==> config.mk <==
export PLATFORM = sky130hd
export DESIGN_NAME = mcgt_update
export DESIGN_NICKNAME = d
export VERILOG_FILES = /design/src/design/mcgt_pkg.sv /design/src/design/mcgt_update.sv
export SDC_FILE = /design/constraint.sdc
export NUM_CORES = 1
export LEC_CHECK = 0
export ABC_AREA = 0
export BUFFER_PORTS_ARGS = -buffer_cell sky130_fd_sc_hd__buf_2
export CORE_AREA = 2 2 194 196
export DETAILED_ROUTE_END_ITERATION = 12
export DIE_AREA = 0 0 196 198
export SYNTH_ARGS = -nofsm -noshare
export SYNTH_HDL_FRONTEND = slang
export SYNTH_SLANG_ARGS = --single-unit
==> constraint.sdc <==
create_clock -name vclk -period 21.8
set_clock_uncertainty 0.2 [all_clocks]
set_input_delay 4.36 -clock vclk [all_inputs]
set_output_delay 4.36 -clock vclk [all_outputs]
set_load 0.02 [all_outputs]
==> src/design/mcgt_pkg.sv <==
// Package for the multicast sequence gap tracker.
// Holds the status codes, the lookup result struct and the default sizes.
// Used by every module of the block; depends on nothing.
package mcgt_pkg;

  localparam int NUM_GROUPS_DEF = 16;
  localparam int SEQ_BITS_DEF   = 32;

  localparam int ADDR_W    = 32;
  localparam int SEQ_W     = 32;
  localparam int LEN_W     = 16;
  localparam int STATUS_W  = 3;
  localparam int SLOT_W    = 4;
  localparam int COUNT_W   = 32;
  localparam int BYTES_W   = 48;

  localparam logic [LEN_W-1:0] EXP_LEN_RESET = 16'd1024;

  typedef enum logic [STATUS_W-1:0] {
    ST_IN_ORDER   = 3'd0,
    ST_GAP        = 3'd1,
    ST_LATE       = 3'd2,
    ST_WRONG_LEN  = 3'd3,
    ST_TABLE_FULL = 3'd4
  } status_t;

  typedef struct packed {
    logic hit;   // the group already owns an entry
    logic full;  // new group and no free entry left
  } lookup_t;

endpackage

==> src/design/mcgt_update.sv <==
// Per-entry statistics update for one valid-length packet.
// Classifies the sequence number against the expected one and saturates counters.
// Depends on mcgt_pkg.
module mcgt_update #(
  parameter int SEQ_BITS = mcgt_pkg::SEQ_BITS_DEF
) (
  input  logic [SEQ_BITS-1:0]          seq,
  input  logic [mcgt_pkg::LEN_W-1:0]   len,
  input  logic [SEQ_BITS-1:0]          cur_exp,
  input  logic [SEQ_BITS-1:0]          cur_last,
  input  logic [mcgt_pkg::COUNT_W-1:0] cur_packets,
  input  logic [mcgt_pkg::BYTES_W-1:0] cur_bytes,
  input  logic [mcgt_pkg::COUNT_W-1:0] cur_drops,
  input  logic [mcgt_pkg::COUNT_W-1:0] cur_late,
  output mcgt_pkg::status_t            status,
  output logic [SEQ_BITS-1:0]          new_exp,
  output logic [SEQ_BITS-1:0]          new_last,
  output logic [mcgt_pkg::COUNT_W-1:0] new_packets,
  output logic [mcgt_pkg::BYTES_W-1:0] new_bytes,
  output logic [mcgt_pkg::COUNT_W-1:0] new_drops,
  output logic [mcgt_pkg::COUNT_W-1:0] new_late,
  output logic [mcgt_pkg::COUNT_W-1:0] gap
);

  localparam int CW = mcgt_pkg::COUNT_W;
  localparam int BW = mcgt_pkg::BYTES_W;

  logic [SEQ_BITS-1:0] gap_full;
  logic [CW-1:0]       gap_sat;
  logic [CW:0]         drops_sum;
  logic [BW:0]         bytes_sum;

  always_comb begin
    gap_full = seq - cur_exp;
    if (64'(gap_full) > 64'(CW'('1))) begin
      gap_sat = '1;
    end else begin
      gap_sat = CW'(gap_full);
    end
    drops_sum = {1'b0, cur_drops} + {1'b0, gap_sat};
    bytes_sum = {1'b0, cur_bytes} + (BW + 1)'(len);
  end

  always_comb begin
    status   = mcgt_pkg::ST_IN_ORDER;
    new_exp  = cur_exp;
    new_last = cur_last;
    new_drops = cur_drops;
    new_late  = cur_late;
    gap       = '0;
    priority if (seq == cur_exp) begin
      status   = mcgt_pkg::ST_IN_ORDER;
      new_exp  = cur_exp + 1'b1;
      new_last = seq;
    end else if (seq > cur_exp) begin
      status   = mcgt_pkg::ST_GAP;
      new_exp  = seq + 1'b1;
      new_last = seq;
      // The first packet of a group only sets the expected sequence.
      if (cur_packets != '0) begin
        gap       = gap_sat;
        new_drops = drops_sum[CW] ? '1 : drops_sum[CW-1:0];
      end
    end else begin
      status = mcgt_pkg::ST_LATE;
      if (cur_drops != '0) begin
        new_drops = cur_drops - 1'b1;
      end
      new_late = (cur_late == '1) ? cur_late : cur_late + 1'b1;
    end
  end

  always_comb begin
    new_packets = (cur_packets == '1) ? cur_packets : cur_packets + 1'b1;
    new_bytes   = bytes_sum[BW] ? '1 : bytes_sum[BW-1:0];
  end

endmodule

==> impl_metrics.csv <==
group,metric,value,unit
critical_path,critical_path_class,"in -> out",
power,p_total,517,uW
power,power_density,41.7,nW/um2
final_layout,design.seq.count,0,
timing,setup_viol,0,
synthesis,yosys.area.top_type_share,11.7,%
timing,fin_crit,14.52,ns
route,routedWlPerCell,19.5,um
place,numPortBuffers,498,
clock_network,cts_hold_repair.buffers,0,
final_layout,final_common_cell,"buf_2",
global_routing,grt_pass1_vias,12900,
critical_path,endpoint_kind,"output pin",
final_layout,utilization,33.6,%
critical_path,crit_chain,"buf_2 > inv_1 > ha_1 > fa_1 > nor2b_1 > o31a_1 > o41a_1 > o21ai_0 > o21ai_0 > a31o_2 > xor2_1 > ha_1 > a21o_1 > a21oi_1 > nor2b_1 > o2111a_1 > nor3_1 > a2111oi_0 > o21ai_0 > a21oi_1 > xor2_1 > a221oi_1 > buf_2",
critical_path,cp_top_family,"compound AO/OA/AOI/OAI gates",
timing,hold_viol_final,0,
floorplan,dieArea,38800,um2
floorplan,dieHeight,198,um
final_layout,register_area,0,um2
power,p_leak,0.00603,uW
final_layout,final_cell_mix,"buf_2, nand2_1, a21oi_1, xnor2_1, nor2_1",
route,via_per_inst,5.42,
timing,fmax,0.0689,GHz
status,status,"completed",
floorplan,start_util,25.5,%
timing,slew_violations,0,
synthesis,netlist-cell-type-count,70,
clock_network,post_cts_buffers,0,
synthesis,ys_seq_area_share,0,%
global_routing,grt_pass1_wl,72500,um
synthesis,synth.cell_area,9440,um2
timing,rsz0062_at_grt,"false",
critical_path,worstPathArrival,9.96,ns
place,dp_hpwl,41500,um
floorplan,die_w,196,um
global_routing,overflow,0,
critical_path,cpMostUsedCell,"o21ai_0",
critical_path,required,17.24,ns
synthesis,synth_area_leaders,"ha_1, nand2_1, xnor2_1",
critical_path,slowest_stage,"a2111oi_0",
route,routed_wl,48200,um
final_layout,area_delta_synth_final,31.3,%
critical_path,startpoint,"seq[0]",
timing,fin_crit_sh,66.6,%
flow_run,maxCapViolCount,0,
global_routing,antenna_found_initial,14,
synthesis,synth_top_cell_by_area,"ha_1",
final_layout,layout.cells.non_filler,2474,
floorplan,pin_count,499,
critical_path,slowest_delay,0.75,ns
global_routing,grt_usage,23.6,%
route,ant_nets,0,
timing,worst_pin_slew,1.22,ns
route,vias,13400,
route,drc_errors,0,
critical_path,cp.buffers_inverters,3,
floorplan,core,37000,um2
final_layout,drive_gt1_share,26.8,%
hold_path,min-delay-path-class,"in -> out",
critical_path,cp_num_cells,23,
floorplan,rows,71,
final_layout,fillers,4172,
global_routing,grt_max_degree,58,
timing,fin_setup_tns,0,ns
route,firstDrtPassIters,5,
power,vdd_drop_max,0.0000177,V
synthesis,synth_nets,1887,
route,drt_iter0_markers,979,
final_layout,nets,2343,
timing,max_slew_margin,18.6,%
synthesis,synthCells,1540,
critical_path,cp-start-kind,"input port",
synthesis,ys_warn_count,0,
critical_path,path_max_fanout,7,
synthesis,synth_area_per_cell,6.13,um2
clock_network,post_cts_resized,0,
critical_path,setup.worst_path.end,"new_drops[31]",
final_layout,clkbuf_count,0,
place,dp_cells,2468,
place,gp_congestion,0.983,
logic make-up after synthesis:
| kind of cell | after synthesis | synth area share, % |
|---|---|---|
| AOI/OAI and AO/OA | 412 | 27.8 |
| buffers and inverters | 127 | 5.21 |
| xor gates and xnor gates | 176 | 16.3 |
| muxes | 8 | 0.941 |
| and+or+nand+nor | 725 | 37.4 |
| other | 1 | 0.0397 |
| adders and majority gates | 91 | 12.3 |
layout make-up:
cell class | count | area, um2 | share of cell area, %
Antenna cell | 6 | 15.0 | 0.121
Timing Repair Buffer | 507 | 2560 | 20.6
Tap cell | 474 | 593 | 4.78
Inverter | 74 | 278 | 2.24
Multi-Input combinational cell | 1413 | 8950 | 72.2
stage by stage:
step                hold slack [ns]  area [um2]  setup WS (ns)
finish                         8.82       12400           7.28
CTS                            8.82       12400           7.28
detailed placement             8.82       12400           7.29
global placement               8.82       12400           7.52
floorplan                      8.60        9440           8.19
global route                   8.84       12400           6.89
cells in the mapped netlist, types with 4 or more instances:
cell type,number
nand2_1,256
a21oi_1,123
xnor2_1,106
nor2_1,104
nand3_1,95
ha_1,88
o21ai_0,88
inv_1,73
xor2_1,70
and3_1,54
nor3_1,54
clkbuf_1,41
nand4_1,36
a21o_1,31
and2_1,26
o21a_1,21
nor4_1,20
a31oi_1,19
o211ai_1,19
nand2b_1,16
o21bai_1,16
and4_1,15
nor2b_1,13
o221ai_1,13
o22ai_1,13
or3_1,13
a211oi_1,8
o311ai_0,8
buf_1,7
mux2_2,7
a2111oi_0,6
a211o_1,6
a31o_2,6
a221oi_1,5
a311oi_1,5
o31ai_1,5
nor3b_1,4
or2_2,4
or4_1,4
metal layers:
metal	global-route usage, %	part of all wire [%]	wire, um	vias to the layer above
li1	-	-	-	6530
met1	27.6	40	19000	6172
met2	42.1	48	23300	588
met3	4.39	7.7	3690	111
met4	9.85	4.3	2080	16
met5	0	0.20	98	-
how the worst min path moves through the flow:
| stage | start | end | slack [ns] | cells after the start |
|---|---|---|---|---|
| after floorplan | cur_drops[29] | new_drops[29] | 8.60 | 1 |
| after global placement | cur_late[26] | new_late[26] | 8.82 | 3 |
| after detailed placement | cur_late[26] | new_late[26] | 8.82 | 3 |
| after CTS | cur_late[26] | new_late[26] | 8.82 | 3 |
| after global routing | cur_late[26] | new_late[26] | 8.84 | 3 |
| final | cur_late[26] | new_late[26] | 8.82 | 3 |
power breakdown:
group / switching (uW) / leakage, uW / internal (uW)
combinational: 333 / 0.00603 / 184
clock: 0 / 0.0000000380 / 0.0000370
sequential: 0 / 0 / 0
No activity file was read; power rests on OpenSTA's default activity.
