**src/design/mcgt_pkg.sv**
```systemverilog
// Package for the multicast sequence gap tracker.
// Holds the status codes, the lookup result struct and the default sizes.
// Used by every module of the block; depends on nothing.
package mcgt_pkg;

  localparam int NUM_GROUPS_DEF = 16;
  localparam int SEQ_BITS_DEF   = 32;

  localparam int ADDR_W    = 32;
  localparam int SEQ_W     = 32;
  localparam int LEN_W     = 16;
  localparam int STATUS_W  = 3;
  localparam int SLOT_W    = 4;
  localparam int COUNT_W   = 32;
  localparam int BYTES_W   = 48;

  localparam logic [LEN_W-1:0] EXP_LEN_RESET = 16'd1024;

  typedef enum logic [STATUS_W-1:0] {
    ST_IN_ORDER   = 3'd0,
    ST_GAP        = 3'd1,
    ST_LATE       = 3'd2,
    ST_WRONG_LEN  = 3'd3,
    ST_TABLE_FULL = 3'd4
  } status_t;

  typedef struct packed {
    logic hit;   // the group already owns an entry
    logic full;  // new group and no free entry left
  } lookup_t;

endpackage

```
**src/design/mcgt_lookup.sv**
```systemverilog
// Associative lookup of a group address over all table entries.
// Returns the matching entry, or the lowest free one for a new group.
// Depends on mcgt_pkg.
module mcgt_lookup #(
  parameter int NUM_GROUPS = mcgt_pkg::NUM_GROUPS_DEF,
  parameter int IDX_W      = 4
) (
  input  logic [mcgt_pkg::ADDR_W-1:0] addr,
  input  logic [mcgt_pkg::ADDR_W-1:0] keys [NUM_GROUPS],
  input  logic [NUM_GROUPS-1:0]       valid,
  output mcgt_pkg::lookup_t           result,
  output logic [IDX_W-1:0]            slot
);

  logic [NUM_GROUPS-1:0] match;
  logic [IDX_W-1:0]      match_idx;
  logic [IDX_W-1:0]      free_idx;

  always_comb begin
    for (int i = 0; i < NUM_GROUPS; i++) begin
      match[i] = valid[i] && (keys[i] == addr);
    end
  end

  // Keys of valid entries are unique, so at most one match bit is set.
  always_comb begin
    match_idx = '0;
    for (int i = 0; i < NUM_GROUPS; i++) begin
      if (match[i]) begin
        match_idx = match_idx | IDX_W'(i);
      end
    end
  end

  // Scanning downward leaves the lowest free entry.
  always_comb begin
    free_idx = '0;
    for (int i = NUM_GROUPS - 1; i >= 0; i--) begin
      if (!valid[i]) begin
        free_idx = IDX_W'(i);
      end
    end
  end

  always_comb begin
    result.hit  = |match;
    result.full = !(|match) && (&valid);
    slot        = result.hit ? match_idx : free_idx;
  end

endmodule

```
**config.mk**
```make
export PLATFORM = sky130hd
export DESIGN_NAME = mcgt_lookup
export DESIGN_NICKNAME = d
export VERILOG_FILES = /design/src/design/mcgt_pkg.sv /design/src/design/mcgt_lookup.sv
export SDC_FILE = /design/constraint.sdc
export NUM_CORES = 1
export LEC_CHECK = 0
export CAP_MARGIN = 20
export CORE_AREA = 2 2 220 222
export DETAILED_ROUTE_END_ITERATION = 12
export DIE_AREA = 0 0 222 224
export DONT_BUFFER_PORTS = 1
export PLACE_DENSITY = 0.37
export SETUP_SLACK_MARGIN = 0.4
export SYNTH_ARGS = -nofsm -noshare
export SYNTH_HDL_FRONTEND = slang
export SYNTH_SLANG_ARGS = --single-unit
```
**constraint.sdc**
```tcl
create_clock -name vclk -period 2.4
set_input_delay 0.12 -clock vclk [all_inputs]
set_output_delay 0.12 -clock vclk [all_outputs]
set_load 0.05 [all_outputs]
```
==> flow_summary.json, run 1 <==
{
  "ys_top_cells_by_count": "329 x xor2_1, 170 x xnor2_1, 152 x nor4_1",
  "nFillCells": 5354,
  "design.seq.count": 0,
  "max_freq_ghz": 0.441,
  "holdBufCountCts": 0,
  "cp_cell_sequence": "xor2_1, or4_1, or4_4, nor3_4, buf_6, nor4bb_4, nand4_1, buf_6, o21ai_4, buf_12",
  "ys_top_cells_by_area": "xor2_1 36%, xnor2_1 19%, nor4_1 12%, nand4_1 6.9%, buf_6 6.0%",
  "cp_slowest_cell": "or4_4",
  "num-nets-final": 1609,
  "yosys_warnings": 0,
  "die_h_um": 224,
  "critPathLaunchType": "primary input",
  "drtAntennaViolNets": 0,
  "p_per_area_mw_per_mm2": 155,
  "drv_slew": 0,
  "hold_viol_final": 0,
  "ioPinCount": 566,
  "crit_start": "addr[9]",
  "final_cells": 1664,
  "core_area_sq_mm": 0.0473,
  "track_usage_pct": 24.4,
  "synth.most_common_cell": "xor2_1",
  "port-buffer-count": 0,
  "max_slew.worst_pin.slew_ns": 0.613,
  "dieWidth_um": 222,
  "setup_viol": 0,
  "final_util_pct": 19.9,
  "drcViolationCount": 0,
  "drtIter0Drc": 798,
  "path_class": "in -> out",
  "vias_per_cell": 5.54,
  "wirelength_um": 64300,
  "timing.critical_path.mode_cell": "buf_6",
  "min_path_cells": 2,
  "synth.avg_cell_area_sq_um": 7.64,
  "seq_area_sq_um": 0,
  "row_count": 80,
  "endpoint_kind": "output port",
  "maxSlewHeadroom_pct": 58.8,
  "synth_cells": 1051,
  "area_delta_synth_final_pct": 17.4,
  "syn_nets": 1611,
  "post-synth-top-area-cell": "xor2_1",
  "grt_max_degree": 20,
  "synth_area_sq_mm": 0.00803,
  "cellLeakagePower_nw": 2.94,
  "ys_seq_area_share_pct": 0,
  "clock_buffers": 0,
  "dieArea_sq_mm": 0.0497,
  "dp.cells": 1656,
  "fin_area_sq_mm": 0.00943,
  "synthDistinctLibCells": 50,
  "path_max_fanout": 17,
  "setup-tns-final_ns": 0,
  "holdPathEnd": "slot[0]",
  "globalplace.congestion": 0.921,
  "worstPathRequired_ns": 2.28,
  "start_util_pct": 17.0,
  "worst-path-buf-inv": 3,
  "dpl_cell_area_sq_mm": 0.00868,
  "grt_first_pass_wirelength_um": 83300,
  "drt-wirelength-per-cell_um": 38.7,
  "power_w": 0.00146,
  "max-cap-violations": 0,
  "critical_path.top_delay_family": "simple AND/OR/NAND/NOR gates",
  "grt_remaining_overflow": 0,
  "min_period_over_period_pct": 94.5,
  "drt_first_pass_iters": 5,
  "hp-start": "valid[1]",
  "layout_min_cycle_time_ns": 2.27,
  "peakVddDrop_mv": 0.0666,
  "grt_pass1_vias": 9840,
  "worstPathArrival_ns": 2.15,
  "hold_path_class": "in -> out",
  "critical-path-max-stage-delay_ns": 0.51,
  "outcome": "finished clean",
  "final_layout_size_suffix_gt1_share_pct": 14.0,
  "rsz0062_at_grt": "true",
  "synthDominantCellAreaShare_pct": 35.9,
  "antenna_found_initial": 2,
  "vias": 9226,
  "hpwl_um": 49300
}
power by group:
part,internal [W],switching (W),leakage [nW]
clock network,0.000000000112,0,0.0000127
logic,0.000692,0.000765,2.94
registers,0,0,0
total,0.000692,0.000765,2.94
stage by stage:
stage | setup WS [ns] | hold slack [ns]
floorplan | -0.295 | 0.466
detailed placement | -0.421 | 0.573
global placement | -0.471 | 0.571
global route | 0.0666 | 0.585
CTS | 0.0163 | 0.575
finish | 0.131 | 0.562
area by class of cell:
cell class                 count  area [sq um]  area share (%)
tap                          615           769            8.16
timing repair buffer          60           532            5.64
multi-input combinational    972          8070            85.6
antenna                        2          5.00          0.0531
inverter                      15          56.3           0.597
cell families (layout without fill, tap and decap cells):
kind of cell | count (synthesis) | in the layout | synth area share (%)
compound gates | 32 | 32 | 3.10
xor+xnor | 501 | 501 | 54.8
buf+inv | 79 | 75 | 8.78
other cells | 0 | 2 | 0
simple gates | 439 | 439 | 33.3
per-layer routing:
metal	global-route usage [%]	up-vias	routed length (um)
li1	-	3809	-
met1	27.9	4421	24600
met2	41.2	779	29400
met3	6.61	217	5830
met4	13.8	0	4470
met5	0	-	0
how the worst max path moves through the flow:
stage	endpoint	slack, ns	depth (start not counted)
3_5_place_dp	slot[3]	-0.42	8
3_3_place_gp	slot[3]	-0.47	8
5_1_grt	slot[1]	0.07	10
6_report	slot[3]	0.13	10
2_1_floorplan	result[0]	-0.30	8
4_1_cts	slot[3]	0.02	10
cells in the final DEF (no fill, tap or decap), types with 3 or more instances in the layout:
cell type	synthesis	final
nor4_2	1	21
or4_4	0	3
nor3b_1	3	3
xnor2_1	170	155
nor4b_1	11	9
o2111ai_1	4	4
buf_12	0	5
or2_2	3	3
xor2_1	329	313
nor4_1	152	127
buf_6	43	3
nand2_1	38	38
nand2b_1	17	16
inv_1	13	13
nand4_1	89	89
o21ai_0	5	5
or3_4	0	4
xnor2_2	2	13
nor2_1	12	12
xor2_4	0	7
and4_1	7	6
xor2_2	0	9
nand3_1	29	29
and3_1	3	3
nand4b_1	14	14
buf_4	20	51
or3_1	7	3
or4_1	11	8
nor3_1	29	27
o221ai_1	3	3
nor2b_1	5	5
xnor2_4	0	4
nor4_4	0	5
timing repair:
action                     in CTS  in global routing
gates resized for setup        67                 35
pin swaps                      29                 21
buffers inserted                4                  2
setup endpoints to repair       6                  6
hold endpoints to repair        0                  0
No activity file was read; power rests on OpenSTA's default activity.
==> inputs of run 2 (changes only) <==
Settings changed: CORE_AREA 2 2 220 222 to 2 2 218 220, DIE_AREA 0 0 222 224 to 0 0 220 222.
==> run 2 against run 1 <==
Compared with the run above: sequential cell count did not move; critical path depth is the same; total power shrank 4.4%; cell count decreased by 1.3%; sequential share of layout area did not move; non-clock buffer count fell by 13; global-route usage is 1.0 points lower; fmax is 1.5% lower; worst setup slack worse by 0.035 ns; die area down 1.8%; hold slack lost 0.016 ns; critical path type unchanged.
==> flow_summary.json, run 2 (synthesis gave the netlist of run 1 again) <==
{
  "outcome": "finished clean",
  "wirelength_um": 60600,
  "drcViolationCount": 0,
  "critical_path.endpoint": "slot[2]",
  "max_slew.worst_pin.slew_ns": 0.667,
  "grt_pass1_vias": 9656,
  "p_per_area_mw_per_mm2": 153,
  "area_delta_synth_final_pct": 13.3,
  "drt_first_pass_iters": 5,
  "power_w": 0.00139,
  "rsz0062_at_grt": "true",
  "fin_area_sq_mm": 0.00910,
  "setup_viol": 0,
  "grt_first_pass_wirelength_um": 78500,
  "drtAntennaViolNets": 0,
  "drtIter0Drc": 738,
  "use_met2_pct": 38.3,
  "globalplace.congestion": 0.956,
  "drt-wirelength-per-cell_um": 36.9,
  "final_layout_size_suffix_gt1_share_pct": 11.6,
  "vias_per_cell": 5.49,
  "final_cells": 1642,
  "path_class": "in -> out",
  "hold_path_class": "in -> out",
  "hp-start": "valid[1]",
  "design.seq.count": 0,
  "clock_buffers": 0,
  "row_count": 79,
  "layout_min_cycle_time_ns": 2.30,
  "most-common-layout-cells": "318 x xor2_1, 155 x xnor2_1, 131 x nor4_1, 89 x nand4_1, 40 x buf_4",
  "peakVddDrop_mv": 0.0672,
  "min_period_over_period_pct": 96.0,
  "antenna_found_initial": 3,
  "critPathLaunchType": "primary input",
  "met3_usage_pct": 6.94,
  "worstPathArrival_ns": 2.18,
  "final_util_pct": 19.7,
  "drv_slew": 0,
  "grt_max_degree": 20,
  "dieWidth_um": 220,
  "hold_viol_final": 0,
  "ioPinCount": 566,
  "cp_slowest_cell": "or4_4",
  "port-buffer-count": 0,
  "cellLeakagePower_nw": 2.82,
  "hpwl_um": 46500,
  "whs_ns": 0.546,
  "start_util_pct": 17.4,
  "seq_area_sq_um": 0,
  "worstPathRequired_ns": 2.28,
  "num-nets-final": 1596,
  "endpoint_kind": "output port",
  "crit_start": "addr[21]",
  "dp.cells": 1640,
  "track_usage_pct": 23.4,
  "die_h_um": 222,
  "cp_cell_sequence": "xor2_4, nor4_4, buf_4, nand4_1, or4_4, o2111a_2, nand4_1, buf_12, o31ai_4, buf_12",
  "layout_commonest_cell": "xor2_1",
  "max_freq_ghz": 0.434,
  "maxSlewHeadroom_pct": 55.2,
  "dpl_cell_area_sq_mm": 0.00861,
  "vias": 9021,
  "grt-busiest-layer": "met2",
  "critical-path-max-stage-delay_ns": 0.57,
  "path_max_fanout": 16,
  "grtUsageMet1_pct": 28.1,
  "dieArea_sq_mm": 0.0488,
  "grt_remaining_overflow": 0,
  "max-cap-violations": 0,
  "core_area_sq_mm": 0.0463
}
[run 2: report_power, final]
part | total [W] | switching, W | leakage, nW | internal [W]
clock | 0.0000000000584 | 0 | 0.00000634 | 0.0000000000584
combinational | 0.00139 | 0.000742 | 2.82 | 0.000651
sequential | 0 | 0 | 0 | 0
[run 2: repair_timing]
item	in CTS	in global routing
hold buffers	0	0
resized for setup	28	43
pin swaps	9	10
setup endpoints to repair	6	6
endpoints found under the hold margin	0	0
setup buffers	0	1
[run 2: how the worst min path moves through the flow]
stage          endpoint  slack, ns  depth (start not counted)
6_report        slot[0]       0.55                          2
5_1_grt         slot[0]       0.57                          2
4_1_cts         slot[0]       0.56                          2
3_5_place_dp    slot[1]       0.56                          3
3_3_place_gp    slot[0]       0.56                          2
2_1_floorplan   slot[1]       0.47                          2
[run 2: area by class of cell]
| cell class | count | area (sq um) |
|---|---|---|
| diodes | 1 | 2.50 |
| well taps | 607 | 759 |
| repair buffers | 47 | 408 |
| inverters | 15 | 56.3 |
| multi-input cells | 972 | 7870 |
| fillers | 5309 | 37200 |
[run 2: metrics by stage]
step | worst slack [ns] | TNS, ns
3_3_place_gp | -0.386 | -1.73
5_1_grt | 0.0400 | 0
3_5_place_dp | -0.312 | -1.36
4_1_cts | 0.0431 | 0
6_report | 0.0959 | 0
2_1_floorplan | -0.295 | -0.551
[run 2: critical path, delay by kind of cell]
kind                      cells  cell delay [ns]
AOI/OAI and AO/OA             2             0.27
and+or+nand+nor               4             1.14
xor gates and xnor gates      1             0.17
buffers and inverters         3             0.46
[run 2: per-layer routing]
layer  wire length (um)  up-vias  part of all wire, %
met5                 13        -                0.021
met4               3460        2                  5.7
met3               6360      166                   10
met2              27100      737                   45
met1              23700     4330                   39
li1                   -     3786                    -
